==> config.mk <==
export PLATFORM = sky130hd
export DESIGN_NAME = pape_muldiv
export DESIGN_NICKNAME = d
export VERILOG_FILES = /design/src/design/pape_pkg.sv /design/src/design/pape_muldiv.sv
export SDC_FILE = /design/constraint.sdc
export NUM_CORES = 1
export LEC_CHECK = 0
export BUFFER_PORTS_ARGS = -buffer_cell sky130_fd_sc_hd__buf_4
export CORE_UTILIZATION = 57
export DETAILED_ROUTE_END_ITERATION = 12
export GPL_ROUTABILITY_DRIVEN = 0
export PLACE_DENSITY = 0.84
export SYNTH_ARGS = -nofsm -noshare
export SYNTH_HDL_FRONTEND = slang
export SYNTH_SLANG_ARGS = --single-unit
==> constraint.sdc <==
create_clock -name clk -period 5.2 [get_ports clk]
set_clock_uncertainty 0.2 [all_clocks]
set_input_delay 0.52 -clock clk [delete_from_list [all_inputs] [get_ports clk]]
set_output_delay 0.52 -clock clk [all_outputs]
set_load 0.02 [all_outputs]
==> src/design/pape_pkg.sv <==
package pape_pkg;

  // Table depth and the index and count widths that follow from it.
  localparam int MAX_POINTS = 64;
  localparam int AW = $clog2(MAX_POINTS);
  localparam int CW = $clog2(MAX_POINTS + 1);

  // Step counts of the shared multiply and divide unit.
  localparam int MUL_STEPS = 31;
  localparam int DIV_STEPS = 64;

  // Configuration register indexes.
  localparam logic [1:0] CFG_START_POS = 2'd0;
  localparam logic [1:0] CFG_START_VEL = 2'd1;
  localparam logic [1:0] CFG_TOLERANCE = 2'd2;

  typedef enum logic [1:0] {
    CMD_RESTART = 2'd0,
    CMD_APPEND  = 2'd1,
    CMD_POP     = 2'd2,
    CMD_EVAL    = 2'd3
  } cmd_t;

  typedef enum logic [2:0] {
    ST_OK      = 3'd0,
    ST_NEG_VEL = 3'd1,
    ST_FULL    = 3'd2,
    ST_FEW     = 3'd3,
    ST_RANGE   = 3'd4
  } status_t;

  typedef struct packed {
    cmd_t               cmd;
    logic signed [31:0] seg_accel;
    logic [30:0]        seg_duration;
    logic [30:0]        query_time;
  } req_t;

  typedef struct packed {
    status_t            status;
    logic signed [31:0] position;
    logic signed [31:0] velocity;
    logic signed [31:0] acceleration;
    logic [30:0]        time_span;
    logic [6:0]         point_count;
  } res_t;

  typedef struct packed {
    logic signed [31:0] position;
    logic signed [31:0] velocity;
    logic signed [31:0] accel;
    logic [30:0]        knot_time;
  } knot_t;

  typedef enum logic {
    MD_MUL = 1'b0,
    MD_DIV = 1'b1
  } md_op_t;

  typedef struct packed {
    logic   start;
    md_op_t op;
  } md_req_t;

  typedef enum logic [3:0] {
    S_IDLE,
    S_AP_LD,
    S_AP_MUL1,
    S_AP_CHK,
    S_AP_MUL2,
    S_EV_LAST,
    S_EV_BS,
    S_EV_CMP,
    S_EV_LD0,
    S_EV_LD1,
    S_EV_MUL,
    S_EV_DIV,
    S_EV_PSTART,
    S_EV_PMUL,
    S_SPAN,
    S_SPAN_WAIT
  } state_t;

  // Saturate a wide signed value to 32 bits.
  function automatic logic signed [31:0] sat32(input logic signed [63:0] x);
    logic signed [63:0] hi_lim;
    logic signed [63:0] lo_lim;
    hi_lim = 64'sd2147483647;
    lo_lim = -64'sd2147483648;
    if (x > hi_lim) begin
      return 32'sh7FFFFFFF;
    end else if (x < lo_lim) begin
      return 32'sh80000000;
    end
    return x[31:0];
  endfunction

  // Magnitude of a 33 bit signed value.
  function automatic logic [32:0] mag33(input logic signed [32:0] x);
    return x[32] ? 33'(-x) : 33'(x);
  endfunction

endpackage

==> src/design/pape_muldiv.sv <==
// Shared add/subtract unit run as a shift-add multiplier or a restoring divider,
// one bit per cycle.
module pape_muldiv (
  input  logic              clk,
  input  logic              rst,
  input  pape_pkg::md_req_t req,
  input  logic [32:0]       opnd,
  input  logic [63:0]       init,
  output logic              done,
  output logic [63:0]       result
);

  logic             busy;
  pape_pkg::md_op_t op_q;
  logic [6:0]       cnt;
  logic [33:0]      part;
  logic [63:0]      work;
  logic [32:0]      opnd_q;

  logic [32:0] mul_add;
  logic [32:0] rem2;
  logic [34:0] x_op;
  logic [34:0] y_op;
  logic [34:0] sum;
  logic        last;

  assign mul_add = work[0] ? opnd_q : 33'd0;
  assign rem2    = {part[31:0], work[63]};
  assign x_op    = (op_q == pape_pkg::MD_MUL) ? {1'b0, part} : {2'b0, rem2};
  assign y_op    = (op_q == pape_pkg::MD_MUL) ? {2'b0, mul_add} : {2'b0, opnd_q};
  assign sum     = (op_q == pape_pkg::MD_MUL) ? (x_op + y_op) : (x_op + ~y_op + 35'd1);
  assign last    = (op_q == pape_pkg::MD_MUL) ? (cnt == 7'(pape_pkg::MUL_STEPS - 1))
                                              : (cnt == 7'(pape_pkg::DIV_STEPS - 1));

  always_ff @(posedge clk) begin
    if (rst) begin
      busy <= 1'b0;
      done <= 1'b0;
      cnt  <= '0;
      op_q <= pape_pkg::MD_MUL;
    end else begin
      done <= 1'b0;
      if (req.start) begin
        busy <= 1'b1;
        cnt  <= '0;
        op_q <= req.op;
      end else if (busy) begin
        cnt <= cnt + 7'd1;
        if (last) begin
          busy <= 1'b0;
          done <= 1'b1;
        end
      end
    end
  end

  always_ff @(posedge clk) begin
    if (req.start) begin
      part   <= '0;
      work   <= init;
      opnd_q <= opnd;
    end else if (busy) begin
      if (op_q == pape_pkg::MD_MUL) begin
        part <= {1'b0, sum[33:1]};
        work <= {work[63:31], sum[0], work[30:1]};
      end else begin
        if (sum[34]) begin
          part <= {1'b0, rem2};
        end else begin
          part <= {1'b0, sum[32:0]};
        end
        work <= {work[62:0], ~sum[34]};
      end
    end
  end

  assign result = (op_q == pape_pkg::MD_MUL) ? {part[32:0], work[30:0]} : work;

endmodule
* Yosys cells after proc, flatten, opt, wreduce, memory -nomap -nowiden
Cells that the tools add are included.
Storage, ports and cells: register bits 141, input bits 101, logic and storage cells 37
Cells by class: muxes and demuxes 15, reductions and logical operators 5, bitwise logic cells 3, $add $sub $neg 4, equal/unequal tests 2
Operators with widths (number):
- $mux 64 | 4
- $mux 33 | 4
- $add 34x33->35 | 1
- $add 34x35->35 | 1
- $add 35x1->35 const B | 1
- $mux 35 | 1
- $not 33->35 | 1
- $mux 34 | 1
- $add 7x1->7 const B | 1
- $eq 7x5->1 const B | 1
- $eq 7x6->1 const B | 1
- $mux 1 | 5
- $reduce_bool 2->1 | 2
- $reduce_or 3->1 | 1
- $not 1->1 | 2
- $reduce_and 2->1 | 1
- $reduce_or 2->1 | 1

* Longest topological paths before layout
word-level depth 10, depth in mapped cells 20, mapped depth without buffers 15

* Worst setup path after synthesis
No wires, ideal clock.
path kind register to register, start reg op_q, end reg part[28], data arrival time 3.846 ns, setup slack 1.097 ns, data required time 4.943 ns, library setup time 0.057 ns, period minus slack after synthesis 4.103 ns, stages on the path, launching flop included 20, buffers on the path 6, cells stage by stage dfxtp_1 > clkbuf_1 > clkbuf_1 > clkbuf_1 > clkbuf_1 > nand2_1 > nand2_1 > ha_1 > buf_6 > o21bai_2 > o211ai_2 > a2111oi_2 > nor3_2 > a21oi_2 > o21ai_2 > or2_1 > clkbuf_1 > or3_1 > nand4_1 > a21o_1
On the way: longest elaborated chain between the ends 7, elaborated cells on any way between the ends 9
RTL lines:
- start, declared | RTL line pape_muldiv.sv:14 | pape_pkg::md_op_t op_q;
- start signal, assigned | RTL line pape_muldiv.sv:40 | op_q <= pape_pkg::MD_MUL;
- start signal, assigned | RTL line pape_muldiv.sv:46 | op_q <= req.op;
- $mux 33 | RTL line pape_muldiv.sv:30 | assign y_op = (op_q == pape_pkg::MD_MUL) ? {2'b0, mul_add} : {2'b0, opnd_q};
- $not 33->35 | RTL line pape_muldiv.sv:31 | assign sum = (op_q == pape_pkg::MD_MUL) ? (x_op + y_op) : (x_op + ~y_op + 35'd1);
- $add 34x35->35 | RTL line pape_muldiv.sv:31
- $add 35x1->35 | RTL line pape_muldiv.sv:31
- $mux 35 | RTL line pape_muldiv.sv:31
- $mux 33 | RTL line pape_muldiv.sv:67 | if (sum[34]) begin
- $mux 33 (*) | RTL line pape_muldiv.sv:63 | if (op_q == pape_pkg::MD_MUL) begin
- end signal, assigned | RTL line pape_muldiv.sv:64 | part <= {1'b0, sum[33:1]};
- end signal, assigned | RTL line pape_muldiv.sv:68 | part <= {1'b0, rem2};
- end signal, assigned | RTL line pape_muldiv.sv:70 | part <= {1'b0, sum[32:0]};
- end, declared | RTL line pape_muldiv.sv:16 | logic [33:0] part;
Every way passes the cells marked *; elsewhere a longest branch is shown, timed or not. A chain may end at the register's enable or synchronous reset.

* Worst setup path after layout
start reg work[0], end reg part[29]
On the way: longest elaborated chain between the ends 8, elaborated cells on any way between the ends 9
RTL lines:
- start, declared | RTL line pape_muldiv.sv:17 | logic [63:0] work;
- start signal, assigned | RTL line pape_muldiv.sv:60 | work <= init;
- start signal, assigned | RTL line pape_muldiv.sv:65 | work <= {work[63:31], sum[0], work[30:1]};
- start signal, assigned | RTL line pape_muldiv.sv:72 | work <= {work[62:0], ~sum[34]};
- $mux 33 (*) | RTL line pape_muldiv.sv:27 | assign mul_add = work[0] ? opnd_q : 33'd0;
- $mux 33 (*) | RTL line pape_muldiv.sv:30
- $not 33->35 | RTL line pape_muldiv.sv:31
- $add 34x35->35 | RTL line pape_muldiv.sv:31
- $add 35x1->35 | RTL line pape_muldiv.sv:31
- $mux 35 (*) | RTL line pape_muldiv.sv:31
- $mux 33 | RTL line pape_muldiv.sv:67
- $mux 33 (*) | RTL line pape_muldiv.sv:63
Marked as above.

==> results.sh <==
export IMPL_routed_wl_met2_um=13600
export IMPL_ys_types=83
export IMPL_post_route_period_util_pct=91.1
export IMPL_rows=50
export IMPL_gr_usage_all_layers_pct=29.7
export IMPL_fmax_mhz=211
export IMPL_outcome="completed"
export IMPL_crit_path_frequent_cell="o211ai_1"
export IMPL_postCtsHoldBufs=0
export IMPL_synth_fp_nets=1549
export IMPL_drt_met1_wl_um=12500
export IMPL_finalSetupViolCount=0
export IMPL_numPortBuffers=165
export IMPL_hold_viol=0
export IMPL_place_hpwl_um=20400
export IMPL_cts_resized=0
export IMPL_min_period_ns=4.74
export IMPL_h_tree_depth=4
export IMPL_synthArstFlopShare_pct=0
export IMPL_via_per_inst=5.88
export IMPL_num_io_pins=166
export IMPL_placed_area_mm2=0.0121
export IMPL_finalNonFillerCells=1736
export IMPL_drive_above_1_share_pct=16.3
export IMPL_slowest_delay_ns=0.77
export IMPL_firstDrtPassIters=6
export IMPL_nNetsFinal=1631
export IMPL_dp_cells=1704
export IMPL_most_common_layout_cells="nand2_1 (294), buf_4 (173), o21ai_0 (133)"
export IMPL_clk_latency_ns=0.44
export IMPL_crit_chain="or2_2 > and2_1 > ha_1 > inv_1 > a21oi_1 > o31ai_1 > a221oi_1 > o211ai_1 > o21ai_4 > or2_1 > o211ai_1 > o221a_2"
export IMPL_dieWidth_um=141
export IMPL_cp_max_fo=34
export IMPL_top_layer="met4"
export IMPL_synth_ff_type="edfxtp_1"
export IMPL_synth_warnings=0
export IMPL_final_common_cell="nand2_1"
export IMPL_yosysSeqAreaShare_pct=34.3
export IMPL_diodes=0
export IMPL_synth_seq_cells=140
export IMPL_initial_core_util_pct=58.5
export IMPL_post_cts_setup_buffers=0
export IMPL_design_area_mm2=0.0127
export IMPL_crit_path_end_kind="register"
export IMPL_cts_buffers=17
export IMPL_grt_pass1_wl_um=47500
export IMPL_maxCapViolations=0
export IMPL_grt_ovfl_total=0
export IMPL_num_vias=10204
export IMPL_cts_root_buf="clkbuf_16"
export IMPL_clk_pin_slew_ns=0.07
export IMPL_grt_max_degree=108
export IMPL_core_area_mm2=0.0188
export IMPL_worst_slew_pin_slew_ns=1.20
export IMPL_rsz0062_at_grt="false"
export IMPL_cts_tree="built"
export IMPL_drt_initial_drc_count=1097
export IMPL_p_per_area_mw_per_mm2=334
export IMPL_peakVddDrop_mv=0.272
export IMPL_fp_dieH_um=141
export IMPL_ant_nets=0
export IMPL_postSynthCellCount=1381
export IMPL_hold_path_class="input port to register"
export IMPL_report_final_slew_viol_count=0
export IMPL_layout_setup_ws_ns=0.465
export IMPL_numClockSinks=140
export IMPL_slowest_stage="o21ai_4"
export IMPL_areaGrowthSynthToFinish_pct=15.1
export IMPL_dieArea_mm2=0.0199
export IMPL_tns_ns=0
export IMPL_cts_path_max_buffers=2
export IMPL_nFillCells=1537
export IMPL_synth_edff_count=97
export IMPL_worstSetupStartpointType="register"
export IMPL_antenna_found_initial=0
export IMPL_crit_arrival_ns=4.87
export IMPL_grt_pass1_vias=9763
export IMPL_drc=0
export IMPL_syn_area_mm2=0.0110
export IMPL_slew_headroom_pct=19.6
export IMPL_drt_wl_total_um=29000
export IMPL_routedWlPerCell_um=16.7
export IMPL_p_leak_uw=0.00536
export IMPL_worst_endpoint_required_ns=5.34
export IMPL_wl_met3_um=2260
export IMPL_preCtsSetupSlack_ns=0.577
export IMPL_avgSynthCellArea_um2=7.97
export IMPL_crit_type="register to register"
-- synth_stat cells, drive strengths merged, types with 19 or more instances --
cell	number	area [um^2]
dfxtp	43	861
mux2i	33	330
o21ai	143	731
edfxtp	97	2910
ha	65	813
and2	34	213
nor3	23	131
nor2	99	374
xnor2	55	482
nand2b	19	119
clkbuf	52	195
inv	71	267
buf	60	402
a21oi	95	483
nand2	294	1100
-- power by group --
group | internal (uW) | switching [uW]
combinational | 629 | 980
sequential | 1310 | 75.5
clock | 686 | 559
total | 2620 | 1610
-- cells by family after synthesis --
family / count (synthesis) / share of synthesized area (%)
buffers and inverters: 185 / 7.91
XOR/XNOR: 66 / 5.25
AO/OA/AOI/OAI: 350 / 20.1
flip-flops: 140 / 34.3
multiplexers: 35 / 3.20
AND/OR/NAND/NOR: 538 / 21.6
adder cells (fa/ha/maj): 67 / 7.75
-- worst max-delay path, delay by kind of cell (launching register included) --
kind	cells	cell delay [ns]
AND/OR/NAND/NOR	3	1.24
AO/OA/AOI/OAI	7	2.09
buffers and inverters	1	0.12
flip-flops	1	0.45
adder cells (fa/ha/maj)	1	0.51
-- worst paths after layout --
check | slack (ns) | endpoint | cells after the start | from
max | 0.46 | part[29]$_SDFFE_PP0P_ | 12 | work[0]$_DFFE_PP_
min reg2reg | 0.27 | part[32]$_SDFFE_PP0P_ | 2 | part[32]$_SDFFE_PP0P_
min | 0.05 | opnd_q[24]$_DFFE_PP_ | 1 | opnd[24]
max reg2reg | 0.46 | part[29]$_SDFFE_PP0P_ | 12 | work[0]$_DFFE_PP_
-- per-stage QoR --
step	hold WS, ns	utilization (%)	total power (uW)
2_1_floorplan	0.220	-	2590
3_3_place_gp	0.229	64.2	2940
5_1_grt	0.0377	67.3	4440
3_5_place_dp	0.244	64.2	2960
6_report	0.0492	67.3	4240
4_1_cts	0.0378	67.3	4220
-- area by class of cell --
cell class                      count  area [um^2]  area share [%]
Timing Repair Buffer              175         1330            10.5
Clock buffer                       17          425            3.36
Clock inverter                     15          169            1.33
Sequential cell                   140         3780            29.8
Tap cell                          260          325            2.57
Multi-Input combinational cell   1056         6380            50.3
Inverter                           73          274            2.16
-- flip-flops by register name (all words and copies together), names as in the netlist --
| register | cells |
|---|---|
| part | 33 |
| opnd_q | 33 |
| busy | 1 |
| work | 64 |
| cnt | 7 |
| done | 1 |
| op_q | 1 |
-- routing by layer --
layer | track usage, % | vias up
met5 | 0 | -
met4 | 10.4 | 0
li1 | - | 4917
met1 | 38.9 | 4747
met3 | 6.59 | 68
met2 | 48.4 | 472
Power figures use the tool's default switching activity.
